===== src/rtl/rcc_pkg.sv =====
// shared types, constants and request codes of the rgb/cmyk converter
package rcc_pkg;

  // channel and percentage formats
  localparam int CHANNEL_BITS = 8;
  localparam int CH_MAX       = (1 << CHANNEL_BITS) - 1;
  localparam int PCT_BITS     = 14;
  localparam int FULL_SCALE   = 10000;
  localparam longint unsigned FULL_SCALE_SQ = 64'd100000000;

  // rounded division by the max channel: exact ceiling reciprocal
  localparam int NUM_BITS   = $clog2(FULL_SCALE * CH_MAX + CH_MAX / 2 + 1);
  localparam int SHIFT      = NUM_BITS + CHANNEL_BITS;
  localparam int RECIP_BITS = SHIFT + 1;
  localparam longint unsigned RECIP_MAX = ((64'd1 << SHIFT) + CH_MAX - 1) / CH_MAX;

  // floor division by full scale squared: floor reciprocal plus one correction
  localparam int AB_BITS = $clog2(FULL_SCALE_SQ + 1);
  localparam int P_BITS  = $clog2(FULL_SCALE_SQ * CH_MAX + 1);
  localparam longint unsigned K_RECIP = (64'd1 << P_BITS) / FULL_SCALE_SQ;
  localparam int K_RECIP_BITS = $clog2(K_RECIP + 1);

  // register stages inside every lane
  localparam int LANE_STAGES = 4;

  // conversion direction codes
  localparam logic REQ_RGB2CMYK = 1'b0;
  localparam logic REQ_CMYK2RGB = 1'b1;

  // request word
  typedef struct packed {
    logic                    req_type;
    logic [CHANNEL_BITS-1:0] in_red;
    logic [CHANNEL_BITS-1:0] in_green;
    logic [CHANNEL_BITS-1:0] in_blue;
    logic [PCT_BITS-1:0]     in_cyan;
    logic [PCT_BITS-1:0]     in_magenta;
    logic [PCT_BITS-1:0]     in_yellow;
    logic [PCT_BITS-1:0]     in_black;
  } in_t;

  // result word
  typedef struct packed {
    logic [CHANNEL_BITS-1:0] out_red;
    logic [CHANNEL_BITS-1:0] out_green;
    logic [CHANNEL_BITS-1:0] out_blue;
    logic [PCT_BITS-1:0]     out_cyan;
    logic [PCT_BITS-1:0]     out_magenta;
    logic [PCT_BITS-1:0]     out_yellow;
    logic [PCT_BITS-1:0]     out_black;
  } out_t;

  // pass-through fields that ride beside the lanes
  typedef struct packed {
    logic                    req_type;
    logic [CHANNEL_BITS-1:0] red;
    logic [CHANNEL_BITS-1:0] green;
    logic [CHANNEL_BITS-1:0] blue;
    logic [PCT_BITS-1:0]     cyan;
    logic [PCT_BITS-1:0]     magenta;
    logic [PCT_BITS-1:0]     yellow;
    logic [PCT_BITS-1:0]     black;
  } side_t;

  // front stage word handed to the lanes
  typedef struct packed {
    side_t                   side;
    logic [CHANNEL_BITS-1:0] mx;
    logic [RECIP_BITS-1:0]   recip;
  } front_t;

endpackage


===== src/rtl/rcc_mul_lane.sv =====
// lane for floor(255 * (10000 - colour) * (10000 - black) / 10^8)
module rcc_mul_lane (
  input  logic                             clk_i,
  input  logic [rcc_pkg::PCT_BITS-1:0]     colour_i,
  input  logic [rcc_pkg::PCT_BITS-1:0]     black_i,
  output logic [rcc_pkg::CHANNEL_BITS-1:0] chan_o
);

  localparam int TBits = rcc_pkg::P_BITS + rcc_pkg::K_RECIP_BITS;

  logic [rcc_pkg::PCT_BITS-1:0]     inv_c;
  logic [rcc_pkg::PCT_BITS-1:0]     inv_k;
  logic [rcc_pkg::AB_BITS-1:0]      ab_q;
  logic [rcc_pkg::P_BITS-1:0]       pm_q;
  logic [rcc_pkg::P_BITS-1:0]       pm_dly_q;
  logic [TBits-1:0]                 t_q;
  logic [rcc_pkg::CHANNEL_BITS-1:0] q0;
  logic [rcc_pkg::P_BITS-1:0]       rem;
  logic [rcc_pkg::CHANNEL_BITS-1:0] chan_d;
  logic [rcc_pkg::CHANNEL_BITS-1:0] chan_q;

  // complements against full scale
  assign inv_c = rcc_pkg::PCT_BITS'(rcc_pkg::FULL_SCALE) - colour_i;
  assign inv_k = rcc_pkg::PCT_BITS'(rcc_pkg::FULL_SCALE) - black_i;

  // estimate may be one low: fix it with the remainder
  assign q0     = t_q[rcc_pkg::P_BITS +: rcc_pkg::CHANNEL_BITS];
  assign rem    = pm_dly_q - rcc_pkg::P_BITS'(64'(q0) * rcc_pkg::FULL_SCALE_SQ);
  assign chan_d = (rem >= rcc_pkg::P_BITS'(rcc_pkg::FULL_SCALE_SQ)) ? q0 + 1'b1 : q0;

  // product, scale by channel max, reciprocal multiply, correction
  always_ff @(posedge clk_i) begin
    ab_q     <= rcc_pkg::AB_BITS'(inv_c) * rcc_pkg::AB_BITS'(inv_k);
    pm_q     <= rcc_pkg::P_BITS'(ab_q) * rcc_pkg::P_BITS'(rcc_pkg::CH_MAX);
    t_q      <= TBits'(pm_q) * TBits'(rcc_pkg::K_RECIP);
    pm_dly_q <= pm_q;
    chan_q   <= chan_d;
  end

  assign chan_o = chan_q;

endmodule


===== config.mk =====
export PLATFORM = sky130hd
export DESIGN_NAME = rcc_mul_lane
export DESIGN_NICKNAME = d
export VERILOG_FILES = /design/src/rtl/rcc_pkg.sv /design/src/rtl/rcc_mul_lane.sv
export SDC_FILE = /design/constraint.sdc
export NUM_CORES = 1
export LEC_CHECK = 0
export BUFFER_PORTS_ARGS = -buffer_cell sky130_fd_sc_hd__buf_2
export CAP_MARGIN = 20
export CORE_ASPECT_RATIO = 0.7
export CORE_MARGIN = 8
export CORE_UTILIZATION = 55
export DETAILED_ROUTE_END_ITERATION = 6
export GPL_TIMING_DRIVEN = 1
export PLACE_DENSITY = 0.71
export SETUP_SLACK_MARGIN = 0.4
export SYNTH_ARGS = -nofsm -noshare
export SYNTH_HDL_FRONTEND = slang
export SYNTH_SLANG_ARGS = --single-unit

===== constraint.sdc =====
create_clock -name clk_i -period 11.4 [get_ports clk_i]
set_input_delay 2.28 -clock clk_i [delete_from_list [all_inputs] [get_ports clk_i]]
set_output_delay 2.28 -clock clk_i [all_outputs]
set_load 0.01 [all_outputs]

==> impl_metrics.toml <==
[finish]
syn_to_final_growth_pct = 5.42
antenna_cells = 0
multi_input_area_um2 = 18100
fill_cells = 3519
nets = 3224
drive_gt1_share_pct = 3.84
final_cell_mix = "inv_1 (604), fa_1 (433), ha_1 (344)"
final_common_cell = "inv_1"
utilization_pct = 58.4
regArea_um2 = 2100

[clock_network]
cts_buffers = 9
root_buffer = "clkbuf_16"
cts_sinks = 105
clk_latency_ps = 380
clk_pin_slew_worst_paths_ps = 80
clock_tree.buffer_depth = 2
cts_max_level = 3
cts_hold_buffers = 0
cts_resized = 0
post_cts.repair.setup_buffers = 0
cts_tree = "done"

[timing]
skew_ps = 9.95
setup_viol = 0
tns_ps = 0
rsz0062_at_grt = "false"
finalCritPeriodShare_pct = 84.4
post-route-min-period_ps = 9620
max_slew_margin_pct = 29.5
hold_violations = 0
slew_viol_final = 0
fmax_ghz = 0.104
worstMarginPinSlew_ps = 1050
fin_ws_ps = 1780
whs_ps = 459

[die]
die_x_um = 258
start_util_pct = 55.4
core_um2 = 40800
die_height_um = 186
dieArea_um2 = 48000
pin_count = 37
row_count = 62

[min_path]
hold_class = "flip-flop to flip-flop"
min_from = "ab_q[0]$_DFF_P_"

[logic_synthesis]
ys_ff_latch = 105
async_flop_share_pct = 0
syn-num-nets = 3183
syn_inst = 2377
synth_flop_cell = "dfxtp_1"
synth_warnings = 0
yosysSeqAreaShare_pct = 9.29
synth_edf_count = 0
avgSynthCellArea_um2 = 9.52
synthDistinctLibCells = 70
netlist_area_um2 = 22600

[critical_path]
cp_common_cell = "fa_1"
critPathCaptureType = "flip-flop"
cp-startpoint = "colour_i[0]"
cpPeakStageDelay_ps = 530
critPathLaunchType = "input port"
worstPathArrival_ps = 9920
slowest_stage = "or4b_1"
worstSetupPathType = "input port to flip-flop"
required_ps = 11710
r2r_start = "t_q[41]$_DFF_P_"
worstPathMaxFanout = 13

[drt]
viasPerCell = 5.22
drt_iter0_markers = 874
wl_per_cell_um = 15.0
dr.pass1.iters = 6
antenna_left = 0
totalWireLength_mm = 44.4
drc = 0
vias = 15500

[grt]
grt_pass1_wl_mm = 80.1
grt_pass1_vias = 17100
grt_max_degree = 18
grt_overflow = 0
antenna_found_initial = 0
grtUsageTotal_pct = 20.2

[placement]
port_buffers = 36
place_congestion = 0.890
place.detailed.hpwl_mm = 39.0
post-place-ws_ps = 1410

[flow_run]
cap_violations = 0

[run_status]
status = "finished, final reports clean"
-- synth_stat cells (5+ instances only) --
master,count,share of area (%)
inv_1,604,10
fa_1,433,38
ha_1,344,19
nand2_1,172,2.9
dfxtp_1,105,9.3
xnor2_1,97,3.8
a21oi_1,94,2.1
nor2_1,86,1.4
a21o_1,41,1.4
and2_1,40,1.1
o21ai_0,40,0.89
xor2_1,39,1.5
clkbuf_1,28,0.46
nor2b_1,25,0.69
o21bai_1,21,0.70
nand3_1,19,0.42
nand2b_1,18,0.50
nor3_1,17,0.38
o21ai_1,15,0.33
nand4_1,14,0.39
o211ai_1,10,0.33
o21a_1,10,0.33
and3_1,7,0.19
and4_1,6,0.23
o41ai_1,6,0.23
or2_2,6,0.17
a211oi_1,5,0.17
a31oi_1,5,0.14
-- area by class of cell --
cell class              instances  share of cell area, %
clock buffers                  10                   1.00
clock inverters                 6                  0.278
inverters                     607                   9.56
multi-input cells            1637                   76.0
flip-flops and latches        105                   8.82
well taps                     544                   2.85
repair buffers                 58                   1.45
-- per-layer routing --
layer	track usage, %	vias up	wire, um
li1	-	7454	-
met1	28.6	7706	21600
met2	33.3	307	20300
met3	2.83	29	2070
met4	3.32	0	407
met5	0	-	0
-- registers in the layout (all words and copies together) (netlist names) --
name      count
ab_q         27
pm_q         35
pm_dly_q     27
t_q           8
chan_o        8
-- worst max-delay path, delay by kind of cell --
family | cells | cell delay [ps]
buffers and inverters | 6 | 730
adders and majority gates | 8 | 3300
AOI/OAI and AO/OA | 8 | 1630
xor gates and xnor gates | 2 | 580
and+or+nand+nor | 7 | 1380
-- worst paths after layout --
| kind | slack [ps] | cells after the start | end |
|---|---|---|---|
| setup / recovery | 1780 | 31 | ab_q[25]$_DFF_P_ |
| hold / removal | 460 | 0 | pm_q[0]$_DFF_P_ |
| setup reg to reg | 4400 | 26 | chan_o[7]$_DFF_P_ |
| hold reg to reg | 460 | 0 | pm_q[0]$_DFF_P_ |
-- through the flow --
step | std cells | cell area (um2)
final | 2967 | 23800
after floorplan | 2377 | 22600
after detailed placement | 2951 | 23500
after global routing | 2967 | 23800
after global placement | 2951 | 23500
after CTS | 2967 | 23800
-- logic make-up (layout without fill, tap and decap cells) --
group | after synthesis | in the layout | synth area share (%)
xor gates and xnor gates | 136 | 136 | 5.27
DFF | 105 | 105 | 9.29
muxes | 2 | 2 | 0.0940
AOI/OAI and AO/OA | 290 | 290 | 8.31
and+or+nand+nor | 432 | 432 | 9.15
adders and majority gates | 777 | 777 | 57.4
buffers and inverters | 635 | 681 | 10.5
Power is left out: the tool's default activity adds up to more than one toggle a clock period on the data nets, which glitch-free logic cannot reach.
