[src/rtl/rcc_pkg.sv]
// shared types, constants and request codes of the rgb/cmyk converter
package rcc_pkg;

  // channel and percentage formats
  localparam int CHANNEL_BITS = 8;
  localparam int CH_MAX       = (1 << CHANNEL_BITS) - 1;
  localparam int PCT_BITS     = 14;
  localparam int FULL_SCALE   = 10000;
  localparam longint unsigned FULL_SCALE_SQ = 64'd100000000;

  // rounded division by the max channel: exact ceiling reciprocal
  localparam int NUM_BITS   = $clog2(FULL_SCALE * CH_MAX + CH_MAX / 2 + 1);
  localparam int SHIFT      = NUM_BITS + CHANNEL_BITS;
  localparam int RECIP_BITS = SHIFT + 1;
  localparam longint unsigned RECIP_MAX = ((64'd1 << SHIFT) + CH_MAX - 1) / CH_MAX;

  // floor division by full scale squared: floor reciprocal plus one correction
  localparam int AB_BITS = $clog2(FULL_SCALE_SQ + 1);
  localparam int P_BITS  = $clog2(FULL_SCALE_SQ * CH_MAX + 1);
  localparam longint unsigned K_RECIP = (64'd1 << P_BITS) / FULL_SCALE_SQ;
  localparam int K_RECIP_BITS = $clog2(K_RECIP + 1);

  // register stages inside every lane
  localparam int LANE_STAGES = 4;

  // conversion direction codes
  localparam logic REQ_RGB2CMYK = 1'b0;
  localparam logic REQ_CMYK2RGB = 1'b1;

  // request word
  typedef struct packed {
    logic                    req_type;
    logic [CHANNEL_BITS-1:0] in_red;
    logic [CHANNEL_BITS-1:0] in_green;
    logic [CHANNEL_BITS-1:0] in_blue;
    logic [PCT_BITS-1:0]     in_cyan;
    logic [PCT_BITS-1:0]     in_magenta;
    logic [PCT_BITS-1:0]     in_yellow;
    logic [PCT_BITS-1:0]     in_black;
  } in_t;

  // result word
  typedef struct packed {
    logic [CHANNEL_BITS-1:0] out_red;
    logic [CHANNEL_BITS-1:0] out_green;
    logic [CHANNEL_BITS-1:0] out_blue;
    logic [PCT_BITS-1:0]     out_cyan;
    logic [PCT_BITS-1:0]     out_magenta;
    logic [PCT_BITS-1:0]     out_yellow;
    logic [PCT_BITS-1:0]     out_black;
  } out_t;

  // pass-through fields that ride beside the lanes
  typedef struct packed {
    logic                    req_type;
    logic [CHANNEL_BITS-1:0] red;
    logic [CHANNEL_BITS-1:0] green;
    logic [CHANNEL_BITS-1:0] blue;
    logic [PCT_BITS-1:0]     cyan;
    logic [PCT_BITS-1:0]     magenta;
    logic [PCT_BITS-1:0]     yellow;
    logic [PCT_BITS-1:0]     black;
  } side_t;

  // front stage word handed to the lanes
  typedef struct packed {
    side_t                   side;
    logic [CHANNEL_BITS-1:0] mx;
    logic [RECIP_BITS-1:0]   recip;
  } front_t;

endpackage

[src/rtl/rcc_div_lane.sv]
// lane for round(10000 * (den - chan) / den) by reciprocal multiply
module rcc_div_lane (
  input  logic                               clk_i,
  input  logic [rcc_pkg::CHANNEL_BITS-1:0]   chan_i,
  input  logic [rcc_pkg::CHANNEL_BITS-1:0]   den_i,
  input  logic [rcc_pkg::RECIP_BITS-1:0]     recip_i,
  output logic [rcc_pkg::PCT_BITS-1:0]       pct_o
);

  localparam int ProdBits = rcc_pkg::NUM_BITS + rcc_pkg::RECIP_BITS;

  logic [rcc_pkg::CHANNEL_BITS-1:0] diff;
  logic [rcc_pkg::NUM_BITS-1:0]     num_d;
  logic [rcc_pkg::NUM_BITS-1:0]     num_q;
  logic [rcc_pkg::RECIP_BITS-1:0]   recip_q;
  logic [ProdBits-1:0]              prod_q;
  logic [rcc_pkg::PCT_BITS-1:0]     quo_q;
  logic [rcc_pkg::PCT_BITS-1:0]     pct_q;

  // scaled numerator with half the divisor for round half up
  assign diff  = den_i - chan_i;
  assign num_d = rcc_pkg::NUM_BITS'(rcc_pkg::FULL_SCALE * int'(diff) + int'(den_i >> 1));

  // numerator, product, quotient, then one stage to line up with the rgb lanes
  always_ff @(posedge clk_i) begin
    num_q   <= num_d;
    recip_q <= recip_i;
    prod_q  <= ProdBits'(num_q) * ProdBits'(recip_q);
    quo_q   <= prod_q[rcc_pkg::SHIFT +: rcc_pkg::PCT_BITS];
    pct_q   <= quo_q;
  end

  assign pct_o = pct_q;

endmodule

[config.mk]
export PLATFORM = sky130hd
export DESIGN_NAME = rcc_div_lane
export DESIGN_NICKNAME = d
export VERILOG_FILES = /design/src/rtl/rcc_pkg.sv /design/src/rtl/rcc_div_lane.sv
export SDC_FILE = /design/constraint.sdc
export NUM_CORES = 2
export LEC_CHECK = 0
export CORE_ASPECT_RATIO = 0.8
export CORE_MARGIN = 8
export CORE_UTILIZATION = 40
export CTS_BUF_LIST = sky130_fd_sc_hd__clkbuf_2
export DETAILED_ROUTE_END_ITERATION = 16
export DONT_BUFFER_PORTS = 1
export GPL_TIMING_DRIVEN = 0
export PLACE_DENSITY = 0.66
export REMOVE_ABC_BUFFERS = 1
export SYNTH_ARGS = -nofsm -noshare
export SYNTH_HDL_FRONTEND = slang
export SYNTH_SLANG_ARGS = --single-unit
[constraint.sdc]
create_clock -name clk_i -period 7.7 [get_ports clk_i]
set_clock_uncertainty 0.15 [all_clocks]
set_input_delay 1.54 -clock clk_i [delete_from_list [all_inputs] [get_ports clk_i]]
set_output_delay 1.54 -clock clk_i [all_outputs]
set_load 0.01 [all_outputs]
==> insert_results.sql <==
INSERT INTO impl_metrics (metric_group, metric, value, unit) VALUES
('run_status', 'status', 'completed', ''),
('clock_network', 'htreeDepth', '3', ''),
('die', 'floorplan_die_area', '63300', 'um^2'),
('grt', 'grt_use_total', '18.9', '%'),
('critical_path', 'worstReg2RegEnd', 'prod_q[43]', ''),
('placement', 'detailed_place_hpwl', '39800', 'um'),
('timing', 'layout_worst_path_cycle_share', '96.4', '%'),
('synthesis', 'synth_top_area_cell', 'sky130_fd_sc_hd__fa_1', ''),
('die', 'fp.dieH', '227', 'um'),
('die', 'coreArea', '55000', 'um^2'),
('critical_path', 'max_fanout_on_critical_path', '28', ''),
('clock_network', 'tritoncts', 'done', ''),
('flow_run', 'max_cap_violations', '0', ''),
('synthesis', 'postSynth.asyncResetShare', '0', '%'),
('routing', 'drt_iter0_drc', '1107', ''),
('timing', 'final_max_slew_viol_count', '0', ''),
('critical_path', 'worst_ep_required_time', '8.21', 'ns'),
('grt', 'antenna_violations_before_repair', '3', ''),
('clock_network', 'clk_path_buf_depth', '2', ''),
('routing', 'viasPerCell', '5.08', ''),
('critical_path', 'crit-reg2reg-launch', 'num_q[16]', ''),
('final_layout', 'final_cell_count_no_fill', '3049', ''),
('die', 'die_w', '279', 'um'),
('critical_path', 'cp.arrival', '7.93', 'ns'),
('synthesis', 'syn-instance-count', '2371', ''),
('critical_path', 'worst_r2r_path_depth', '20', ''),
('final_layout', 'fillCellCount', '5221', ''),
('synthesis', 'synth_edf_count', '0', ''),
('timing', 'finalHoldViolations', '0', ''),
('critical_path', 'crit_type', 'flip-flop to flip-flop', ''),
('routing', 'drt-pass1-iter-count', '6', ''),
('grt', 'vias_in_the_first_global_route', '17500', ''),
('timing', 'maxSlewHeadroom', '43.4', '%'),
('die', 'ios', '62', ''),
('clock_network', 'worst_skew_pair_later_pin_latency', '0.82', 'ns'),
('final_layout', 'syn_to_final_growth', '5.73', '%'),
('synthesis', 'synth-main-ff-cell', 'sky130_fd_sc_hd__dfxtp_1', ''),
('critical_path', 'critPathCapture', 'prod_q[43]', ''),
('placement', 'global_placer_s_final_weighted_congestion', '0.866', ''),
('clock_network', 'cts-buffers-inserted', '9', ''),
('final_layout', 'multi_input_area', '17700', 'um^2'),
('placement', 'post-place-cells', '3001', ''),
('clock_network', 'tritoncts_num_sinks', '95', ''),
('min_path', 'worst_hold_path_type', 'flip-flop to flip-flop', ''),
('synthesis', 'yosysTopAreaCellShare', '50.3', '%'),
('final_layout', 'share_of_cells_above_drive_strength_1', '4.57', '%'),
('final_layout', 'final_cell_mix', 'sky130_fd_sc_hd__inv_1, sky130_fd_sc_hd__fa_1, sky130_fd_sc_hd__nand2_1', ''),
('critical_path', 'startpoint_type', 'flip-flop', ''),
('timing', 'max_clock_freq', '135', 'MHz'),
('timing', 'final-setup-viol-count', '0', ''),
('final_layout', 'area.sequential', '2070', 'um^2'),
('synthesis', 'synth_top_cells_by_area', 'sky130_fd_sc_hd__fa_1, sky130_fd_sc_hd__inv_1, sky130_fd_sc_hd__ha_1', ''),
('timing', 'min_period', '7.42', 'ns'),
('routing', 'detail-route-antenna-nets', '0', ''),
('synthesis', 'synth_area', '22200', 'um^2'),
('die', 'rows', '77', ''),
('clock_network', 'ctsHoldBuffers', '0', ''),
('routing', 'detail_route.drc_violations', '0', ''),
('grt', 'grt_first_pass_wirelength', '93200', 'um'),
('clock_network', 'clockRootBuffer', 'sky130_fd_sc_hd__clkbuf_2', ''),
('critical_path', 'rrSetupSlack', '0.28', 'ns'),
('synthesis', 'netlist-cell-type-count', '40', ''),
('placement', 'port_buffers', '0', ''),
('synthesis', 'ys.warnings.count', '0', ''),
('critical_path', 'endpoint_kind', 'flip-flop', ''),
('die', 'start_util', '40.3', '%'),
('grt', 'remaining_global_route_overflow', '0', ''),
('routing', 'totalWireLength', '58700', 'um'),
('clock_network', 'clkTransAtPathRegs', '0.30', 'ns'),
('synthesis', 'synth_sequential_area_ratio', '8.57', '%'),
('routing', 'routed_via_count', '15500', ''),
('final_layout', 'layout_commonest_cell', 'sky130_fd_sc_hd__inv_1', ''),
('routing', 'avgRoutedWirePerCell', '19.3', 'um'),
('grt', 'grt_max_degree', '32', ''),
('synthesis', 'synthesis.area_per_instance', '9.36', 'um^2'),
('final_layout', 'finish.net_count', '3064', ''),
('synthesis', 'ys_seq_elements', '95', ''),
('critical_path', 'crit_path_start', 'num_q[16]', ''),
('timing', 'tightest_slew', '0.843', 'ns');
## registers in the layout, summed over array words and instances, names as in the netlist
signal   count
recip_q     31
num_q       22
pct_o       14
prod_q      14
quo_q       14
## cells by family after synthesis
group | after synthesis | share of synthesized area [%]
AOI/OAI and AO/OA | 97 | 3.01
xor gates and xnor gates | 66 | 2.61
adders and majority gates | 724 | 59.7
buffers and inverters | 682 | 11.5
DFF | 95 | 8.57
and+or+nand+nor | 707 | 14.6
## area by class of cell
| type | instances | area share [%] |
|---|---|---|
| antenna | 3 | 0.0320 |
| clock buffer | 9 | 0.192 |
| clock inverter | 6 | 0.395 |
| inverter | 562 | 8.99 |
| multi-input combinational | 1594 | 75.6 |
| sequential | 95 | 8.81 |
| tap | 750 | 4.00 |
| timing repair buffer | 30 | 1.95 |
## worst max-delay path: stages (launching register included)
cell                       delay (ns)
sky130_fd_sc_hd__dfxtp_4         0.70
sky130_fd_sc_hd__nand2_1         0.14
sky130_fd_sc_hd__fa_1            0.55
sky130_fd_sc_hd__inv_1           0.05
sky130_fd_sc_hd__fa_1            0.59
sky130_fd_sc_hd__fa_1            0.44
sky130_fd_sc_hd__fa_1            0.51
sky130_fd_sc_hd__fa_1            0.43
sky130_fd_sc_hd__fa_1            0.51
sky130_fd_sc_hd__fa_1            0.44
sky130_fd_sc_hd__ha_1            0.36
sky130_fd_sc_hd__and4_1          0.26
sky130_fd_sc_hd__nand2_1         0.11
sky130_fd_sc_hd__a2111o_1        0.46
sky130_fd_sc_hd__a31oi_4         0.29
sky130_fd_sc_hd__o31a_2          0.25
sky130_fd_sc_hd__a41o_4          0.29
sky130_fd_sc_hd__a41oi_4         0.17
sky130_fd_sc_hd__o31ai_4         0.33
sky130_fd_sc_hd__a21oi_2         0.10
sky130_fd_sc_hd__xnor2_1         0.12
## routing by layer
metal,wire length (um),vias to the layer above,GRT usage [%]
li1,-,6643,-
met1,22600,7984,23.4
met2,28000,724,31.6
met3,5670,148,4.50
met4,2470,0,7.86
met5,0,-,0
## worst min-delay path by stage
stage / startpoint / end / slack [ns] / depth (start not counted)
3_5_place_dp: quo_q[0] / pct_o[0] / 0.16 / 0
6_report: prod_q[37] / quo_q[7] / 0.20 / 0
2_1_floorplan: quo_q[0] / pct_o[0] / 0.16 / 0
3_3_place_gp: quo_q[0] / pct_o[0] / 0.16 / 0
5_1_grt: quo_q[7] / pct_o[7] / 0.20 / 0
4_1_cts: prod_q[37] / quo_q[7] / 0.19 / 0
## stage by stage
step / TNS, ns / hold slack (ns) / util, % / worst slack [ns] / area (um^2)
3_3_place_gp: -5.24 / 0.160 / 41.2 / -0.919 / 22700
2_1_floorplan: 0 / 0.160 / - / 0.742 / 21700
4_1_cts: 0 / 0.187 / 41.8 / 0.000562 / 23000
3_5_place_dp: -3.59 / 0.162 / 41.2 / -0.748 / 22700
5_1_grt: -0.00742 / 0.200 / 42.6 / -0.00742 / 23500
6_report: 0 / 0.195 / 42.6 / 0.276 / 23500
## Yosys cell counts, drive strengths merged, types with 4 or more instances
master,count
a21oi,37
a211oi,5
o21bai,4
and2,205
nand4,8
nand2,455
a21o,21
nor2,13
xor2,25
nand3,12
xnor2,41
o21ai,12
clkbuf,117
ha,167
dfxtp,95
fa,557
inv,562
## what timing repair did
| item | in CTS | in global routing |
|---|---|---|
| setup endpoints to repair | 10 | 4 |
| gates resized for setup | 59 | 22 |
| gates cloned | 0 | 0 |
| buffers inserted | 3 | 27 |
Power is not shown: default switching activity piles up to over one toggle a cycle in this logic, so the estimate is an artifact.
